`config.mk`:
```
export PLATFORM = sky130hd
export DESIGN_NAME = resp_array_tokenizer
export DESIGN_NICKNAME = d
export VERILOG_FILES = /design/src/rat_pkg.sv /design/src/rat_core.sv /design/src/resp_array_tokenizer.sv
export SDC_FILE = /design/constraint.sdc
export NUM_CORES = 1
export LEC_CHECK = 0
export ABC_AREA = 1
export ABC_CLOCK_PERIOD_IN_PS = 8400
export BUFFER_PORTS_ARGS = -buffer_cell sky130_fd_sc_hd__buf_2
export CAP_MARGIN = 20
export CORE_MARGIN = 4
export CORE_UTILIZATION = 42
export CTS_CLUSTER_DIAMETER = 120
export CTS_CLUSTER_SIZE = 10
export DETAILED_ROUTE_END_ITERATION = 8
export SYNTH_ARGS = -nofsm -noshare
export SYNTH_HDL_FRONTEND = slang
export SYNTH_HIERARCHICAL = 1
export SYNTH_SLANG_ARGS = --single-unit
```
`constraint.sdc`:
```
create_clock -name clock -period 8.4 [get_ports clock]
set_clock_uncertainty 0.15 [all_clocks]
set_input_delay 0.84 -clock clock [delete_from_list [all_inputs] [get_ports clock]]
set_output_delay 0.84 -clock clock [all_outputs]
set_load 0.01 [all_outputs]
```
`src/rat_pkg.sv`:
```
// Package for the length-prefixed string array tokenizer.
// Holds transaction types, parser phase codes, verdict codes and byte constants.
// No dependencies.
package rat_pkg;

   localparam int LEN_BITS_DEF = 32;

   localparam logic [7:0] CHAR_STAR   = 8'h2A;
   localparam logic [7:0] CHAR_DOLLAR = 8'h24;
   localparam logic [7:0] CHAR_CR     = 8'h0D;
   localparam logic [7:0] CHAR_LF     = 8'h0A;
   localparam logic [7:0] CHAR_ZERO   = 8'h30;
   localparam logic [7:0] CHAR_NINE   = 8'h39;

   localparam logic [1:0] TRAILER_LEN = 2'd2;

   localparam logic [1:0] VERDICT_OK      = 2'd0;
   localparam logic [1:0] VERDICT_PARTIAL = 2'd1;
   localparam logic [1:0] VERDICT_REJECT  = 2'd2;

   typedef enum logic [7:0] {
      PH_ARR_START   = 8'b0000_0001,
      PH_ARR_DIGITS  = 8'b0000_0010,
      PH_BULK_START  = 8'b0000_0100,
      PH_BULK_DIGITS = 8'b0000_1000,
      PH_DATA        = 8'b0001_0000,
      PH_TRAILER     = 8'b0010_0000,
      PH_STOP_PART   = 8'b0100_0000,
      PH_STOP_REJ    = 8'b1000_0000
   } phase_type;

   typedef struct packed {
      logic [7:0] in_byte;
      logic       in_last;
   } req_type;

   typedef struct packed {
      logic [7:0] token_byte;
      logic       byte_valid;
      logic       token_last;
      logic       msg_done;
      logic [1:0] verdict;
   } rsp_type;

endpackage

```
`src/rat_core.sv`:
```
// Parser state and per-byte next-state logic of the string array tokenizer.
// Depends on rat_pkg for transaction types, phase codes and constants.
module rat_core #(
   parameter int LEN_BITS = rat_pkg::LEN_BITS_DEF
) (
   input  logic             clock,
   input  logic             reset,
   input  logic             step,
   input  rat_pkg::req_type item,
   output rat_pkg::rsp_type result
);

   rat_pkg::phase_type  phase_ff, phase_in;
   logic                saw_cr_ff, saw_cr_in;
   logic [LEN_BITS-1:0] accum_ff, accum_in;
   logic                seen_ff, seen_in;
   logic [LEN_BITS-1:0] header_ff, header_in;
   logic [LEN_BITS-1:0] left_ff, left_in;
   logic [LEN_BITS:0]   tokens_ff, tokens_in;
   logic [1:0]          trailer_ff, trailer_in;

   logic [LEN_BITS+3:0] accum_wide;
   logic [LEN_BITS+3:0] next_num;
   logic [3:0]          digit;
   logic                is_digit;
   logic                in_digits;
   logic                hdr_done;
   logic                hdr_bad;

   assign digit      = 4'(item.in_byte - rat_pkg::CHAR_ZERO);
   assign is_digit   = (item.in_byte >= rat_pkg::CHAR_ZERO) &&
                       (item.in_byte <= rat_pkg::CHAR_NINE);
   assign accum_wide = {4'd0, accum_ff};
   assign next_num   = (accum_wide << 3) + (accum_wide << 1) + {{LEN_BITS{1'b0}}, digit};
   assign in_digits  = (phase_ff == rat_pkg::PH_ARR_DIGITS) ||
                       (phase_ff == rat_pkg::PH_BULK_DIGITS);

   always_comb begin
      hdr_done  = 1'b0;
      hdr_bad   = 1'b0;
      saw_cr_in = saw_cr_ff;
      accum_in  = accum_ff;
      seen_in   = seen_ff;
      if (in_digits) begin
         if (saw_cr_ff) begin
            if (item.in_byte == rat_pkg::CHAR_LF) begin
               hdr_done = 1'b1;
            end else begin
               hdr_bad = 1'b1;
            end
         end else if (item.in_byte == rat_pkg::CHAR_CR) begin
            if (seen_ff) begin
               saw_cr_in = 1'b1;
            end else begin
               hdr_bad = 1'b1;
            end
         end else if (!is_digit || (next_num[LEN_BITS+3:LEN_BITS] != 4'd0)) begin
            hdr_bad = 1'b1;
         end else begin
            accum_in = next_num[LEN_BITS-1:0];
            seen_in  = 1'b1;
         end
      end
   end

   always_comb begin
      phase_in          = phase_ff;
      header_in         = header_ff;
      left_in           = left_ff;
      tokens_in         = tokens_ff;
      trailer_in        = trailer_ff;
      result.token_byte = 8'd0;
      result.byte_valid = 1'b0;
      result.token_last = 1'b0;
      result.msg_done   = 1'b0;
      result.verdict    = rat_pkg::VERDICT_OK;
      case (phase_ff)
         rat_pkg::PH_ARR_START: begin
            phase_in = (item.in_byte == rat_pkg::CHAR_STAR) ? rat_pkg::PH_ARR_DIGITS
                                                            : rat_pkg::PH_STOP_REJ;
         end
         rat_pkg::PH_ARR_DIGITS: begin
            if (hdr_bad) begin
               phase_in = rat_pkg::PH_STOP_REJ;
            end else if (hdr_done) begin
               header_in = accum_ff;
               phase_in  = rat_pkg::PH_BULK_START;
            end
         end
         rat_pkg::PH_BULK_START: begin
            phase_in = (item.in_byte == rat_pkg::CHAR_DOLLAR) ? rat_pkg::PH_BULK_DIGITS
                                                              : rat_pkg::PH_STOP_PART;
         end
         rat_pkg::PH_BULK_DIGITS: begin
            if (hdr_bad) begin
               phase_in = rat_pkg::PH_STOP_REJ;
            end else if (hdr_done) begin
               left_in = accum_ff;
               if (accum_ff == '0) begin
                  result.token_last = 1'b1;
                  if (tokens_ff != '1) tokens_in = tokens_ff + 1'b1;
                  trailer_in = rat_pkg::TRAILER_LEN;
                  phase_in   = rat_pkg::PH_TRAILER;
               end else begin
                  phase_in = rat_pkg::PH_DATA;
               end
            end
         end
         rat_pkg::PH_DATA: begin
            result.token_byte = item.in_byte;
            result.byte_valid = 1'b1;
            left_in           = left_ff - 1'b1;
            if (left_ff == {{(LEN_BITS-1){1'b0}}, 1'b1}) begin
               result.token_last = 1'b1;
               if (tokens_ff != '1) tokens_in = tokens_ff + 1'b1;
               trailer_in = rat_pkg::TRAILER_LEN;
               phase_in   = rat_pkg::PH_TRAILER;
            end
         end
         rat_pkg::PH_TRAILER: begin
            trailer_in = trailer_ff - 1'b1;
            if (trailer_ff == 2'd1) phase_in = rat_pkg::PH_BULK_START;
         end
         default: begin
         end
      endcase
      if (item.in_last) begin
         result.msg_done = 1'b1;
         if (phase_in == rat_pkg::PH_STOP_PART) begin
            result.verdict = rat_pkg::VERDICT_PARTIAL;
         end else if (phase_in == rat_pkg::PH_BULK_START &&
                      tokens_in == {1'b0, header_in}) begin
            result.verdict = rat_pkg::VERDICT_OK;
         end else begin
            result.verdict = rat_pkg::VERDICT_REJECT;
         end
      end
   end

   always_ff @(posedge clock) begin
      if (reset) begin
         phase_ff   <= rat_pkg::PH_ARR_START;
         saw_cr_ff  <= 1'b0;
         accum_ff   <= '0;
         seen_ff    <= 1'b0;
         header_ff  <= '0;
         left_ff    <= '0;
         tokens_ff  <= '0;
         trailer_ff <= 2'd0;
      end else if (step) begin
         if (item.in_last) begin
            phase_ff   <= rat_pkg::PH_ARR_START;
            saw_cr_ff  <= 1'b0;
            accum_ff   <= '0;
            seen_ff    <= 1'b0;
            header_ff  <= '0;
            left_ff    <= '0;
            tokens_ff  <= '0;
            trailer_ff <= 2'd0;
         end else begin
            phase_ff   <= phase_in;
            header_ff  <= header_in;
            left_ff    <= left_in;
            tokens_ff  <= tokens_in;
            trailer_ff <= trailer_in;
            if (phase_in != phase_ff) begin
               saw_cr_ff <= 1'b0;
               accum_ff  <= '0;
               seen_ff   <= 1'b0;
            end else begin
               saw_cr_ff <= saw_cr_in;
               accum_ff  <= accum_in;
               seen_ff   <= seen_in;
            end
         end
      end
   end

`ifndef ASSERT_OFF
   a_data_has_bytes: assert property (@(posedge clock) disable iff (reset)
      phase_ff == rat_pkg::PH_DATA |-> left_ff != '0)
      else $error("data phase with no bytes left");
   a_trailer_count: assert property (@(posedge clock) disable iff (reset)
      phase_ff == rat_pkg::PH_TRAILER |-> trailer_ff != 2'd0)
      else $error("trailer phase with no bytes left");
   a_cr_after_digit: assert property (@(posedge clock) disable iff (reset)
      saw_cr_ff |-> seen_ff && in_digits)
      else $error("CR recorded without digits");
`endif

endmodule

```
`src/resp_array_tokenizer.sv`:
```
// Top level of the length-prefixed string array tokenizer.
// Each accepted byte's result is registered in the output register, or in the skid entry while the output is stalled.
// Throughput: one byte per cycle while the output flows; a second output entry takes one more byte during a stall.
// Reset: synchronous; parser returns to waiting for the array header, buffer empties.
// The parser also returns to that state after every byte flagged as final.
// Depends on rat_pkg and rat_core.
module resp_array_tokenizer #(
   parameter int LEN_BITS = rat_pkg::LEN_BITS_DEF
) (
   input  logic             clock,
   input  logic             reset,
   input  logic             req_valid,
   output logic             req_stall,
   input  rat_pkg::req_type req_data,
   output logic             rsp_valid,
   input  logic             rsp_stall,
   output rat_pkg::rsp_type rsp_data
);

   rat_pkg::rsp_type result;
   rat_pkg::rsp_type out_ff;
   rat_pkg::rsp_type skid_ff;
   logic             out_valid_ff;
   logic             skid_valid_ff;
   logic             accept;
   logic             out_free;

   assign req_stall = skid_valid_ff;
   assign accept    = req_valid && !skid_valid_ff;
   assign out_free  = !out_valid_ff || !rsp_stall;
   assign rsp_valid = out_valid_ff;
   assign rsp_data  = out_ff;

   rat_core #(
      .LEN_BITS(LEN_BITS)
   ) u_core (
      .clock (clock),
      .reset (reset),
      .step  (accept),
      .item  (req_data),
      .result(result)
   );

   always_ff @(posedge clock) begin
      if (reset) begin
         out_valid_ff  <= 1'b0;
         skid_valid_ff <= 1'b0;
      end else if (out_free) begin
         if (skid_valid_ff) begin
            out_valid_ff  <= 1'b1;
            skid_valid_ff <= 1'b0;
         end else begin
            out_valid_ff <= accept;
         end
      end else if (accept) begin
         skid_valid_ff <= 1'b1;
      end
   end

   always_ff @(posedge clock) begin
      if (out_free) begin
         out_ff <= skid_valid_ff ? skid_ff : result;
      end else if (accept) begin
         skid_ff <= result;
      end
   end

`ifndef ASSERT_OFF
   a_skid_behind_out: assert property (@(posedge clock) disable iff (reset)
      skid_valid_ff |-> out_valid_ff)
      else $error("skid entry held with empty output register");
   a_skid_drains: assert property (@(posedge clock) disable iff (reset)
      skid_valid_ff && !rsp_stall |=> out_valid_ff && !skid_valid_ff)
      else $error("skid entry not moved forward");
   a_verdict_idle: assert property (@(posedge clock) disable iff (reset)
      rsp_valid && !rsp_data.msg_done |-> rsp_data.verdict == rat_pkg::VERDICT_OK)
      else $error("verdict set on a byte that is not final");
`endif

endmodule

```
==> results.json, run 1 <==
{
  "cp-end-kind": "register",
  "drive_gt1_share_pct": 4.92,
  "drc": 0,
  "reg2reg_to": "rsp_data[1]",
  "vdd_drop_max_mv": 0.135,
  "gp_congestion": 0.943,
  "overflow": 0,
  "start_kind": "register",
  "antenna_cells": 0,
  "layout.nets": 2326,
  "hold_path.class": "reg2reg",
  "avgRoutedWirePerCell_um": 16.8,
  "cp.required_ps": 8410,
  "place_ws_ps": 3160,
  "cts.clk_slew.worst_paths_ps": 80,
  "core-area_um2": 31900,
  "fin_setup_tns_ps": 0,
  "fp-row-count": 65,
  "powerDensity_nw_per_um2": 143,
  "path_cells": "nor2_1 > nand3_1 > nor2_4 > clkinv_1 > nand2_2 > nand2_1 > o21bai_1 > nand2_1 > nand2_1 > nand2_1 > inv_1 > nand2_1 > nor2_1 > nand2_1 > nor2_1 > nand4_1 > nand2_1 > nor2_1 > inv_1 > o21ai_1",
  "viasPerCell": 5.43,
  "worst_path_max_delay_cell": "clkinv_1",
  "dr.pass1.iters": 6,
  "yosys_warnings": 6,
  "crit_type": "reg2reg",
  "ys_seq_area_share_pct": 26.6,
  "cts_tree": "built",
  "timing.rr.start": "u_core/phase_ff[1]",
  "grt_max_degree": 73,
  "cts_setup_buffers": 0,
  "antenna_found_initial": 0,
  "synthCells": 2273,
  "drtIter0Drc": 1360,
  "ys_types": 50,
  "holdPathEnd": "u_core/header_ff[28]",
  "path_buf_inv": 3,
  "slowest_delay_ps": 800,
  "grt_pass1_wl_um": 71100,
  "cts.sinks": 169,
  "gr-usage-all-layers_pct": 24.7,
  "r2r_setup_slack_ps": 3380,
  "cts.repair.resized": 0,
  "num_vias": 14622,
  "status": "complete, no violations",
  "syn_area_um2": 13700,
  "area_growth_pct": 7.62,
  "hp-start": "u_core/header_ff[28]",
  "period_needed_ps": 5020,
  "synth.net_count": 2355,
  "synth_flop_cell": "dfxtp_1",
  "routed_wl_um": 45200,
  "postCtsHoldBufs": 0,
  "htreeDepth": 4,
  "whs_path_depth": 2,
  "die_w_um": 189,
  "post-dp-hpwl_um": 32600,
  "maxCapViolCount": 0,
  "r2r_cells": 20,
  "die_h_um": 189,
  "power.leakage_nw": 6.84,
  "crit_arrival_ps": 5030,
  "setup_viol": 0,
  "period_share_pct": 59.8,
  "ant_nets": 0,
  "clk_path_buf_depth": 2,
  "rsz0062_at_grt": "no",
  "hold_viol": 0,
  "fmax_mhz": 199,
  "ys_ff_latch": 169,
  "synth_edf_count": 26,
  "portBuffers": 27,
  "setup_ws_ps": 3380,
  "die-area_um2": 35600,
  "io_pins": 28,
  "syn_area_per_cell_um2": 6.03,
  "async_flop_share_pct": 0,
  "cts_root_buf": "clkbuf_16",
  "tightest_slew_ps": 1040,
  "grt_pass1_vias": 13100,
  "clock_latency_ps": 440,
  "cpMostUsedCell": "nand2_1",
  "maxSlewViolCount": 0,
  "slew_headroom_pct": 30.8,
  "path_max_fanout": 17,
  "cts_inserted_buffers": 17,
  "critPathTopFamily": "simple AND/OR/NAND/NOR gates",
  "start_util_pct": 43.0
}
tightest hold or removal path, delay by kind of cell (launching register included):
kind / cells / cell delay, ps
AOI/OAI and AO/OA: 1 / 50
DFF: 1 / 310
and+or+nand+nor: 1 / 60
sequential cells by signal, indices dropped and copies added (netlist names):
register and count:
rsp_valid 1, u_core/left_ff 32, rsp_data 13, u_core/header_ff 32
u_core/phase_ff 8, u_core/trailer_ff 2, skid_ff 13, u_core/saw_cr_ff 1
u_core/accum_ff 32, u_core/tokens_ff 33, req_stall 1, u_core/seen_ff 1
stage by stage:
step                power [mW]  hold slack (ps)  cells  utilization, %  cell area (um2)
floorplan                 1.18              292   2273               -            13700
global placement          1.27              301   2658            44.2            14100
detailed placement        1.30              305   2659            44.3            14100
CTS                       2.10              318   2691            46.2            14700
global route              2.20              327   2692            46.3            14800
finish                    2.11              314   2692            46.3            14800
cells by family after synthesis:
group	synth area share [%]
buf+inv	10.9
xor+xnor	2.30
fa+ha+maj	6.41
mux	0.0821
compound gates	15.0
simple gates	38.7
flops	26.6
area by class of cell:
class                      instances  area (um2)
multi-input combinational       1727        8590
tap                              435         544
clock buffer                      17         425
clock inverter                    15         173
sequential                       169        3640
inverter                         286        1070
timing repair buffer              43         298
fill                            3450       17100
cells in the mapped netlist, types with 12 or more instances:
master / number / area [um2]
buf_2: 18 / 90.1
inv_1: 282 / 1060
nor3_1: 27 / 135
a21oi_1: 203 / 1020
xnor2_1: 15 / 131
a211oi_1: 12 / 90.1
nor2_1: 219 / 822
nand4_1: 61 / 382
o21ai_0: 99 / 495
clkbuf_1: 58 / 218
nand2_1: 682 / 2560
xor2_1: 21 / 184
nand3_1: 212 / 1060
a221oi_1: 19 / 166
dfxtp_1: 143 / 2860
edfxtp_1: 26 / 781
ha_1: 67 / 838
worst max path at each step:
stage,cells past startpoint,from,endpoint
floorplan,24,req_data[4],u_core/accum_ff[18]
global placement,24,req_data[4],u_core/accum_ff[26]
detailed placement,25,req_data[4],u_core/accum_ff[4]
CTS,20,u_core/phase_ff[1],rsp_data[1]
global route,20,u_core/phase_ff[1],rsp_data[1]
finish,20,u_core/phase_ff[1],rsp_data[1]
placed cells by master, fill, tap and decap left out, drive strengths merged, types with 3 or more instances in the layout:
cell	Yosys	final
a221oi	19	19
nand2	686	686
o21bai	9	9
a211oi	12	12
inv	285	292
dfxtp	143	143
o22ai	3	3
nand3b	6	6
ha	67	67
clkbuf	59	17
nor3b	4	4
nand4	62	62
nor4	8	8
o21ai	105	105
a31oi	11	11
edfxtp	26	26
xor2	21	21
nand3	212	212
o211ai	5	5
or2	5	5
xnor2	15	15
clkinvlp	0	3
nor3	30	30
clkinv	1	6
nor2	232	232
a21oi	203	203
buf	32	43
power breakdown:
part / internal (mW) / switching (mW)
registers: 0.845 / 0.0204
logic: 0.129 / 0.310
clock network: 0.402 / 0.399
total: 1.38 / 0.730
layer usage:
metal  global-route usage (%)  part of all wire, %  vias up
met4                     8.13                  2.8        0
met1                     34.1                   47     6730
li1                         -                    -     7410
met2                     40.3                   45      412
met5                        0                    0        -
met3                     2.85                  5.1       70
(Power assumes the default switching activity.)
==> run 2, diff against run 1 <==
Settings changed: ABC_CLOCK_PERIOD_IN_PS 8400 to 4250.
Clock period 8.4 ns to 4.25 ns, I/O delays scaled along.
==> results.json, run 2 (synthesized netlist as in run 1, its figures left out) <==
{
  "htreeDepth": 4,
  "ant_nets": 0,
  "fin_setup_tns_ps": 0,
  "final_cells": 2751,
  "r2r_setup_slack_ps": 380,
  "r2r_cells": 24,
  "gp_congestion": 0.944,
  "clk_path_buf_depth": 2,
  "gr-usage-all-layers_pct": 25.4,
  "routed_wl_um": 46500,
  "powerDensity_nw_per_um2": 280,
  "power.leakage_nw": 7.15,
  "viasPerCell": 5.43,
  "grt_max_degree": 51,
  "setup_ws_ps": 375,
  "crit_type": "reg2reg",
  "cts_tree": "built",
  "maxCapViolCount": 0,
  "crit_arrival_ps": 4090,
  "post-dp-hpwl_um": 34800,
  "core-area_um2": 31900,
  "holdWs_ps": 76.7,
  "overflow": 0,
  "hold_path.class": "in2reg",
  "cts.sinks": 169,
  "cts_setup_buffers": 0,
  "start_util_pct": 43.0,
  "worstSetupEndpoint": "u_core/accum_ff[13]",
  "crit_start": "u_core/accum_ff[5]",
  "drtIter0Drc": 1457,
  "path_max_fanout": 34,
  "cts_inserted_buffers": 17,
  "stdcell_area_um2": 15200,
  "critPathTopFamily": "simple AND/OR/NAND/NOR gates",
  "setup_viol": 0,
  "antenna_found_initial": 0,
  "rsz0062_at_grt": "no",
  "grt_pass1_wl_um": 73300,
  "slowest_delay_ps": 630,
  "drc": 0,
  "worst_path_max_delay_cell": "dfxtp_1",
  "maxSlewViolCount": 0,
  "die_w_um": 189,
  "die_h_um": 189,
  "period_share_pct": 91.2,
  "timing.rr.start": "u_core/accum_ff[5]",
  "start_kind": "register",
  "place_ws_ps": 126,
  "dr.pass1.iters": 7,
  "io_pins": 28,
  "area_growth_pct": 11.0,
  "path_cells": "ha_1 > ha_1 > nand2_1 > inv_1 > nand2_1 > nand2_1 > nand2_1 > nand3_1 > nand2_1 > nand2_1 > nand2_1 > nand2_1 > nor2_1 > nand2_1 > nand2_1 > nand2_1 > nand3_1 > nand2_1 > nor2_1 > nand3_1 > nand2_2 > buf_6 > nand3_1 > a21oi_1",
  "tightest_slew_ps": 992,
  "whs_path_depth": 3,
  "p_total_mw": 4.25,
  "period_needed_ps": 3870,
  "avgRoutedWirePerCell_um": 16.9,
  "layout.nets": 2384,
  "cpMostUsedCell": "nand2_1",
  "cts_root_buf": "clkbuf_16",
  "vdd_drop_max_mv": 0.297,
  "final_util_pct": 47.7,
  "fmax_mhz": 258,
  "die-area_um2": 35600,
  "status": "complete, no violations",
  "path_buf_inv": 2,
  "hold_viol": 0,
  "cp-end-kind": "register",
  "slew_headroom_pct": 33.8,
  "largest_register_ffs": 33,
  "placed_area_um2": 14600,
  "drive_gt1_share_pct": 7.34,
  "grt_pass1_vias": 13531,
  "crit_cells": 24,
  "fillCellCount": 3424,
  "fp-row-count": 65,
  "num_vias": 14932,
  "final_common_cell": "nand2_1",
  "layout_common_cells": "nand2_1 (682), inv_1 (282), nor2_1 (216)",
  "reg2reg_to": "u_core/accum_ff[13]",
  "post-place-cells": 2717,
  "clock_latency_ps": 450,
  "cp.required_ps": 4460,
  "cts.clk_slew.worst_paths_ps": 70,
  "top_register": "u_core/tokens_ff",
  "portBuffers": 27
}
[run 2: area by class of cell]
cell class	count	area, um2	area share [%]
multi-input combinational	1727	8600	56.5
sequential	169	3640	24.0
inverter	286	1070	7.06
timing repair buffer	101	726	4.77
tap	435	544	3.58
clock buffer	17	425	2.80
clock inverter	15	198	1.30
antenna	1	2.50	0.0165
[run 2: worst min-delay path: cells and delay by family]
kind / cells / cell delay, ps
AO/OA/AOI/OAI: 1 / 70
buffers and inverters: 1 / 110
AND/OR/NAND/NOR: 1 / 50
[run 2: where the power goes]
| part | internal (mW) | switching, mW |
|---|---|---|
| sequential | 1.67 | 0.0418 |
| clock | 0.903 | 0.780 |
| combinational | 0.248 | 0.612 |
[run 2: layer usage]
metal | track usage (%) | vias up | part of all wire [%]
li1 | - | 7516 | -
met3 | 3.76 | 73 | 5.7
met4 | 7.46 | 0 | 2.5
met5 | 0 | - | 0
met1 | 35.3 | 6893 | 47
met2 | 40.9 | 450 | 45
[run 2: repair_timing]
action	4_1_cts	5_1_grt
setup endpoints to repair	0	34
hold buffers	0	0
gates resized for setup	0	2
[run 2: worst min-delay path by stage]
stage / from / end
2_1_floorplan: u_core/header_ff[26] / u_core/header_ff[26]
3_3_place_gp: u_core/header_ff[11] / u_core/header_ff[11]
3_5_place_dp: u_core/header_ff[21] / u_core/header_ff[21]
4_1_cts: req_valid / rsp_valid
5_1_grt: req_valid / rsp_valid
6_report: req_valid / rsp_valid
